[config.mk]
export PLATFORM = sky130hd
export DESIGN_NAME = trivium_keystream_cipher_unit
export DESIGN_NICKNAME = d
export VERILOG_FILES = /design/src/rtl/core/trv_pkg.sv /design/src/rtl/core/trivium_keystream_cipher_unit.sv /design/src/rtl/core/trv_lane.sv /design/src/rtl/core/trv_round_array.sv
export VERILOG_INCLUDE_DIRS = /design/src /design/src/rtl/core
export SDC_FILE = /design/constraint.sdc
export NUM_CORES = 1
export LEC_CHECK = 0
export BUFFER_PORTS_ARGS = -buffer_cell sky130_fd_sc_hd__clkbuf_2
export CORE_ASPECT_RATIO = 0.7
export CORE_MARGIN = 4
export CORE_UTILIZATION = 30
export DETAILED_ROUTE_END_ITERATION = 6
export PLACE_DENSITY_LB_ADDON = 0.08
export SETUP_SLACK_MARGIN = 0.15
export SLEW_MARGIN = 20
export SYNTH_ARGS = -nofsm -noshare
export SYNTH_HDL_FRONTEND = slang
export SYNTH_SLANG_ARGS = --single-unit
[constraint.sdc]
create_clock -name clk -period 2 [get_ports clk]
set_input_delay 0.3 -clock clk [delete_from_list [all_inputs] [get_ports clk]]
set_output_delay 0.3 -clock clk [all_outputs]
set_load 0.01 [all_outputs]
[src/rtl/core/trivium_keystream_cipher_unit_defines.svh]
// ---------------------------------------------------------------------------
// Trivium keystream cipher unit - assertion macros
// Shared concurrent assertion forms, clocked on clk, disabled in reset.
// ---------------------------------------------------------------------------
`ifndef TRIVIUM_KEYSTREAM_CIPHER_UNIT_DEFINES_SVH
`define TRIVIUM_KEYSTREAM_CIPHER_UNIT_DEFINES_SVH

// same-cycle implication
`define TRV_ASSERT_IMP(label, ante, cons) \
    label: assert property (@(posedge clk) disable iff (!rst_n) (ante) |-> (cons)) \
        else $error("trivium unit: assertion failed");

// next-cycle implication
`define TRV_ASSERT_NEXT(label, ante, cons) \
    label: assert property (@(posedge clk) disable iff (!rst_n) (ante) |=> (cons)) \
        else $error("trivium unit: assertion failed");

`endif

[src/rtl/core/trv_pkg.sv]
// ---------------------------------------------------------------------------
// trv_pkg
// Types and fixed constants of the Trivium keystream cipher unit.
// ---------------------------------------------------------------------------
`timescale 1ns / 1ps

package trv_pkg;

    localparam int STATE_W   = 288;
    localparam int KEY_W     = 80;
    localparam int LOW_W     = 64;
    localparam int HIGH_W    = 16;
    localparam int DATA_W    = 8;
    localparam int CFG_IDX_W = 2;
    localparam int CFG_W     = 64;

    // state bit s(n) sits at vector index n-1
    localparam int IV_BASE   = 93;
    localparam int ONES_BASE = 285;

    typedef logic [STATE_W-1:0] state_t;

    typedef enum logic [CFG_IDX_W-1:0] {
        REG_KEY_LOW  = 2'd0,
        REG_KEY_HIGH = 2'd1,
        REG_IV_LOW   = 2'd2,
        REG_IV_HIGH  = 2'd3
    } cfg_reg_t;

endpackage

[src/rtl/core/trivium_keystream_cipher_unit.sv]
// ---------------------------------------------------------------------------
// trivium_keystream_cipher_unit
// Trivium stream cipher, one data byte per request, BITS_PER_ITEM rounds each.
// ---------------------------------------------------------------------------
// channel  dir  handshake          payload
// in       in   in_valid/in_stall  restart, data_in
// out      out  out_valid/out_stall data_out
// cfg      in   cfg_valid/cfg_ready cfg_index, cfg_data
//
// A request without restart takes one pass of the round array, which does BITS_PER_ITEM
// rounds per cycle unless held by out_stall. A restart request loads key/IV and then
// runs the warm-up rounds in the same array before its byte comes out.
// Reset clears config, state and output valid; state all zero gives zero keystream.
// in_stall is high during warm-up and while a result is held by out_stall.
// cfg_ready is always high; writes apply at the next restart.
// ---------------------------------------------------------------------------
`timescale 1ns / 1ps

`include "trivium_keystream_cipher_unit_defines.svh"

module trivium_keystream_cipher_unit
#(
    parameter int WARMUP_ROUNDS = 1152,
    parameter int BITS_PER_ITEM = 8
)
(
    input  logic                             clk,
    input  logic                             rst_n,
    input  logic                             in_valid,
    output logic                             in_stall,
    input  logic                             restart,
    input  logic [trv_pkg::DATA_W-1:0]       data_in,
    output logic                             out_valid,
    input  logic                             out_stall,
    output logic [trv_pkg::DATA_W-1:0]       data_out,
    input  logic                             cfg_valid,
    output logic                             cfg_ready,
    input  logic [trv_pkg::CFG_IDX_W-1:0]    cfg_index,
    input  logic [trv_pkg::CFG_W-1:0]        cfg_data
);

    localparam int REM        = WARMUP_ROUNDS % BITS_PER_ITEM;
    localparam int FIRST      = (REM != 0) ? REM : BITS_PER_ITEM;
    localparam int WARM_STEPS = WARMUP_ROUNDS / BITS_PER_ITEM + ((REM != 0) ? 1 : 0);
    localparam int CNT_W      = (WARM_STEPS > 1) ? $clog2(WARM_STEPS) : 1;

    typedef enum logic {
        ST_IDLE,
        ST_WARM
    } phase_t;

    phase_t                          phase_reg,    phase_next;
    logic [CNT_W-1:0]                cnt_reg,      cnt_next;
    trv_pkg::state_t                 state_reg,    state_next;
    logic [trv_pkg::DATA_W-1:0]      pend_reg,     pend_next;
    logic [trv_pkg::DATA_W-1:0]      out_data_reg, out_data_next;
    logic                            out_valid_reg, out_valid_next;
    logic [trv_pkg::LOW_W-1:0]       key_low_reg;
    logic [trv_pkg::HIGH_W-1:0]      key_high_reg;
    logic [trv_pkg::LOW_W-1:0]       iv_low_reg;
    logic [trv_pkg::HIGH_W-1:0]      iv_high_reg;

    logic                            out_free;
    logic                            in_acc;
    logic                            load_sel;
    trv_pkg::state_t                 load_vec;
    trv_pkg::state_t                 chain_in;
    trv_pkg::state_t                 st_full;
    trv_pkg::state_t                 st_first;
    logic [BITS_PER_ITEM-1:0]        ks;
    logic [trv_pkg::DATA_W-1:0]      ks_byte;

    assign out_free  = !out_valid_reg || !out_stall;
    assign in_stall  = (phase_reg != ST_IDLE) || !out_free;
    assign in_acc    = in_valid && !in_stall;
    assign load_sel  = in_acc && restart;
    assign cfg_ready = 1'b1;
    assign out_valid = out_valid_reg;
    assign data_out  = out_data_reg;

    always_comb
    begin
        load_vec = '0;
        load_vec[trv_pkg::KEY_W-1:0] = {key_high_reg, key_low_reg};
        load_vec[trv_pkg::IV_BASE +: trv_pkg::KEY_W] = {iv_high_reg, iv_low_reg};
        load_vec[trv_pkg::STATE_W-1:trv_pkg::ONES_BASE] = '1;
    end

    assign chain_in = load_sel ? load_vec : state_reg;

    trv_round_array
    #(
        .LANES (BITS_PER_ITEM),
        .PART  (FIRST)
    )
    u_array
    (
        .state_in   (chain_in),
        .state_full (st_full),
        .state_part (st_first),
        .ks         (ks)
    );

    // only the low byte of the keystream word reaches the output
    for (genvar j = 0; j < trv_pkg::DATA_W; j++)
    begin : g_ks
        if (j < BITS_PER_ITEM)
        begin : g_on
            assign ks_byte[j] = ks[j];
        end
        else
        begin : g_off
            assign ks_byte[j] = 1'b0;
        end
    end

    always_comb
    begin
        phase_next     = phase_reg;
        cnt_next       = cnt_reg;
        state_next     = state_reg;
        pend_next      = pend_reg;
        out_data_next  = out_data_reg;
        out_valid_next = out_valid_reg && out_stall;
        case (phase_reg)
            ST_IDLE:
            begin
                if (in_acc)
                begin
                    if (restart && (WARM_STEPS != 0))
                    begin
                        state_next = st_first;
                        pend_next  = data_in;
                        cnt_next   = CNT_W'(WARM_STEPS - 1);
                        phase_next = ST_WARM;
                    end
                    else
                    begin
                        state_next     = st_full;
                        out_data_next  = data_in ^ ks_byte;
                        out_valid_next = 1'b1;
                    end
                end
            end
            ST_WARM:
            begin
                if (cnt_reg == '0)
                begin
                    // last step produces the held byte
                    if (out_free)
                    begin
                        state_next     = st_full;
                        out_data_next  = pend_reg ^ ks_byte;
                        out_valid_next = 1'b1;
                        phase_next     = ST_IDLE;
                    end
                end
                else
                begin
                    state_next = st_full;
                    cnt_next   = cnt_reg - 1'b1;
                end
            end
            default:
            begin
                phase_next = ST_IDLE;
            end
        endcase
    end

    always_ff @(posedge clk or negedge rst_n)
    begin
        if (!rst_n)
        begin
            phase_reg     <= ST_IDLE;
            cnt_reg       <= '0;
            state_reg     <= '0;
            out_valid_reg <= 1'b0;
            out_data_reg  <= '0;
            key_low_reg   <= '0;
            key_high_reg  <= '0;
            iv_low_reg    <= '0;
            iv_high_reg   <= '0;
        end
        else
        begin
            phase_reg     <= phase_next;
            cnt_reg       <= cnt_next;
            state_reg     <= state_next;
            out_valid_reg <= out_valid_next;
            out_data_reg  <= out_data_next;
            if (cfg_valid && cfg_ready)
            begin
                case (trv_pkg::cfg_reg_t'(cfg_index))
                    trv_pkg::REG_KEY_LOW:  key_low_reg  <= cfg_data;
                    trv_pkg::REG_KEY_HIGH: key_high_reg <= cfg_data[trv_pkg::HIGH_W-1:0];
                    trv_pkg::REG_IV_LOW:   iv_low_reg   <= cfg_data;
                    trv_pkg::REG_IV_HIGH:  iv_high_reg  <= cfg_data[trv_pkg::HIGH_W-1:0];
                    default:               key_low_reg  <= key_low_reg;
                endcase
            end
        end
    end

    always_ff @(posedge clk)
    begin
        pend_reg <= pend_next;
    end

    `TRV_ASSERT_NEXT(a_plain_one_cycle, in_acc && !restart, out_valid_reg)
    `TRV_ASSERT_NEXT(a_warm_holds, (phase_reg == ST_WARM) && (cnt_reg != '0), phase_reg == ST_WARM)
    `TRV_ASSERT_NEXT(a_warm_ends, (phase_reg == ST_WARM) && (cnt_reg == '0) && out_free, (phase_reg == ST_IDLE) && out_valid_reg)

endmodule

[src/rtl/core/trv_lane.sv]
// ---------------------------------------------------------------------------
// trv_lane
// One Trivium round: keystream bit and the shifted 288-bit state.
// ---------------------------------------------------------------------------
`timescale 1ns / 1ps

module trv_lane
(
    input  trv_pkg::state_t state_in,
    output trv_pkg::state_t state_out,
    output logic            z
);

    logic t1;
    logic t2;
    logic t3;
    logic n1;
    logic n2;
    logic n3;

    always_comb
    begin
        t1 = state_in[65]  ^ state_in[92];
        t2 = state_in[161] ^ state_in[176];
        t3 = state_in[242] ^ state_in[287];
        z  = t1 ^ t2 ^ t3;
        n1 = t1 ^ (state_in[90]  & state_in[91])  ^ state_in[170];
        n2 = t2 ^ (state_in[174] & state_in[175]) ^ state_in[263];
        n3 = t3 ^ (state_in[285] & state_in[286]) ^ state_in[68];
    end

    assign state_out = {state_in[286:177], n2, state_in[175:93], n1, state_in[91:0], n3};

endmodule

[src/rtl/core/trv_round_array.sv]
// ---------------------------------------------------------------------------
// trv_round_array
// LANES rounds chained in series; keystream bits merged, first round on top.
// ---------------------------------------------------------------------------
`timescale 1ns / 1ps

module trv_round_array
#(
    parameter int LANES = 8,
    parameter int PART  = 8
)
(
    input  trv_pkg::state_t   state_in,
    output trv_pkg::state_t   state_full,
    output trv_pkg::state_t   state_part,
    output logic [LANES-1:0]  ks
);

    // lanes this far apart never see each other's fresh bits at any tap
    trv_pkg::state_t st [0:LANES];
    logic [LANES-1:0] z;

    assign st[0] = state_in;

    for (genvar i = 0; i < LANES; i++)
    begin : g_lane
        trv_lane u_lane
        (
            .state_in  (st[i]),
            .state_out (st[i+1]),
            .z         (z[i])
        );
        assign ks[LANES-1-i] = z[i];
    end

    assign state_full = st[LANES];
    assign state_part = st[PART];

endmodule

==> flow_summary.ini <==
[drt]
wl_per_cell_um = 20.3
met2WireLength_mm = 24.7
final_antenna_net_count = 0
routed_wirelength_mm = 62.0
wl_met3_mm = 2.63
vias = 14200
met1_length_mm = 33.8
first_pass_iters = 5
drc = 0
via_per_inst = 4.67
first_iter_violations = 932
dr.max_layer_used = met4

[synthesis]
syn_nets = 1936
synth_top_area_frac = 0.563
syn_area_um2 = 20700
synth_top_area_cell = dfrtp_1
yosys_warnings = 0
syn_inst = 1854
ys_top_cells_by_area = dfrtp_1 (56%), mux2_2 (8.7%), mux2i_1 (8.4%)
avgSynthCellArea_um2 = 11.2
seq_area_frac_synth = 0.575
yosys_register_bits = 474
synth_cell_types = 40

[die]
fp.dieH_um = 228
start_util = 0.303
dieArea_um2 = 73400
core-area_um2 = 68300
std_cell_rows = 80
fp.dieW_um = 322
ioPinCount = 91

[setup_path]
slowest_stage = dfrtp_1
worstSetupPathType = reg -> reg
worstSetupStartpointType = flop
worst_path_most_repeated_cell = buf_16
cp_num_buf_inv = 3
cp.arrival_ns = 2.38
cp.required_ns = 2.48
end_kind = flop
critPathMaxFanout = 26
cp_cell_sequence = nor4_4, nand3_2, o21ai_4, buf_12, buf_16, buf_16, o21ai_0
slowest_delay_ns = 0.45
crit_family = buffers and inverters

[cts]
cts_buffers = 50
cts_num_sinks = 474
root_buffer = clkbuf_16
clkSlewWorstSetupHoldPaths_ns = 0.06
cts_tree = built
cts_buffer_depth = 3
htree_levels = 2
insertion_delay_ns = 0.60

[finish]
layoutNonFillerInstCount = 3048
fin_util = 0.391
drive_gt1_frac = 0.275
final_area_um2 = 26700
nNetsFinal = 2190
area_delta_synth_final_pct = 28.9
largest_reg_flops = 288

[timing]
max_freq_mhz = 524
slew_viol_final = 0
fin_skew_ns = 0.0168
setup-violations-final = 0
fin_crit_ns = 1.91
tightest_slew_ns = 0.560
timing.hold.ws_ns = 0.0550
slew_headroom = 0.625
fin_crit_sh = 0.954
rsz0062_at_grt = true
hold_viol_final = 0

[grt]
grt_start_max_net_pins = 80
grtUsageTotal = 0.166
first_global_vias = 14200
grt_remaining_overflow = 0
antenna_found_initial = 3
grt_pass1_wl_mm = 92.7

[placed_design]
placed_area_um2 = 23000
dp_cells = 2850
hpwl_mm = 41.7
place.gp.congestion = 0.793
portBuffers = 89

[power]
power_mw = 41.3
leakagePower_nw = 12.3
ir_worst_vdd_mv = 0.771
power_density_nw_per_um2 = 1550

[run_status]
status = finished, final reports clean

[run]
cap_viol_max_count = 0

[worst_hold_path]
hold_class = in -> reg
-- final timing paths --
check | from | end | slack, ns | cells past startpoint
setup reg to reg | cnt_reg[5] | state_reg[105] | 0.09 | 7
min in group asynchronous | rst_n | state_reg[223] | 0.20 | 2
setup / recovery | cnt_reg[5] | state_reg[105] | 0.09 | 7
hold / removal | cfg_data[10] | iv_high_reg[10] | 0.05 | 2
hold reg to reg | state_reg[244] | state_reg[244] | 0.48 | 2
max in group asynchronous | rst_n | cnt_reg[3] | 0.98 | 3
-- power by group --
group / leakage [nW] / switching, mW / total, mW / internal (mW)
Clock: 0.797 / 3.98 / 9.37 / 5.39
Sequential: 5.65 / 3.44 / 16.9 / 13.5
Combinational: 5.84 / 7.50 / 15.1 / 7.56
Total: 12.3 / 14.9 / 41.3 / 26.4
-- cell type report --
| cell class | instances | area (um2) |
|---|---|---|
| flip-flops and latches | 474 | 11900 |
| diodes | 1 | 2.50 |
| fillers | 6662 | 41600 |
| repair buffers | 319 | 3390 |
| inverters | 5 | 21.3 |
| well taps | 902 | 1130 |
| clock buffers | 77 | 1490 |
| multi-input cells | 1258 | 8620 |
| clock inverters | 12 | 138 |
-- placed cells by master, fill, tap and decap left out, types with 30 or more instances in the layout --
cell	instances
buf_12	30
buf_4	95
clkbuf_16	63
clkbuf_2	88
dfrtp_1	465
dlygate4sd3_1	56
mux2_2	160
mux2i_1	166
nand2_1	415
o21ai_0	146
o21ai_1	131
o21ai_2	31
xnor2_1	106
-- what timing repair did --
action	4_1_cts	5_1_grt
gates resized for setup	26	172
pin swaps	1	20
hold buffers	56	0
endpoints found under the hold margin	330	0
setup endpoints to repair	255	296
setup buffers	14	13
cloned	10	16
-- cell usage after synthesis --
cell / n
dfrtp_1: 466
nand2_1: 451
o21ai_0: 187
mux2i_1: 174
mux2_2: 160
o21ai_1: 123
xnor2_1: 110
clkbuf_1: 40
buf_2: 39
buf_4: 29
nor2_1: 9
edfxtp_1: 8
a21oi_1: 7
clkbuf_2: 6
xor2_1: 5
inv_1: 4
nand3_1: 3
o211ai_1: 3
o31ai_1: 3
xnor3_1: 3
and2_1: 2
buf_6: 2
ha_1: 2
nand3b_1: 2
a2111oi_0: 1
a211o_1: 1
a211oi_1: 1
a21o_1: 1
a31o_2: 1
a31oi_1: 1
buf_1: 1
conb_1: 1
inv_2: 1
nor2b_1: 1
nor3_1: 1
nor3b_1: 1
nor4_4: 1
nor4b_1: 1
o21ai_4: 1
or4_1: 1
-- per-stage QoR --
stage,setup slack (ns),TNS [ns]
finish,0.0925,0
global route,-0.0221,-0.0838
CTS,0.0555,0
detailed placement,-0.0118,-0.0225
global placement,-0.0210,-0.0210
floorplan,0.244,0
-- logic make-up after synthesis --
group	share of synthesized area
XOR/XNOR	0.0519
flip-flops	0.575
buffers and inverters	0.0308
multiplexers	0.171
adder cells (fa/ha/maj)	0.00121
other	0.000181
AO/OA/AOI/OAI	0.0819
AND/OR/NAND/NOR	0.0882
-- routing by layer --
| layer | vias up | global-route usage |
|---|---|---|
| li1 | 6820 | - |
| met1 | 7151 | 0.278 |
| met2 | 204 | 0.221 |
| met3 | 61 | 0.0260 |
| met4 | 0 | 0.0302 |
| met5 | - | 0 |
Note: power is estimated with default switching activity, not from simulation.
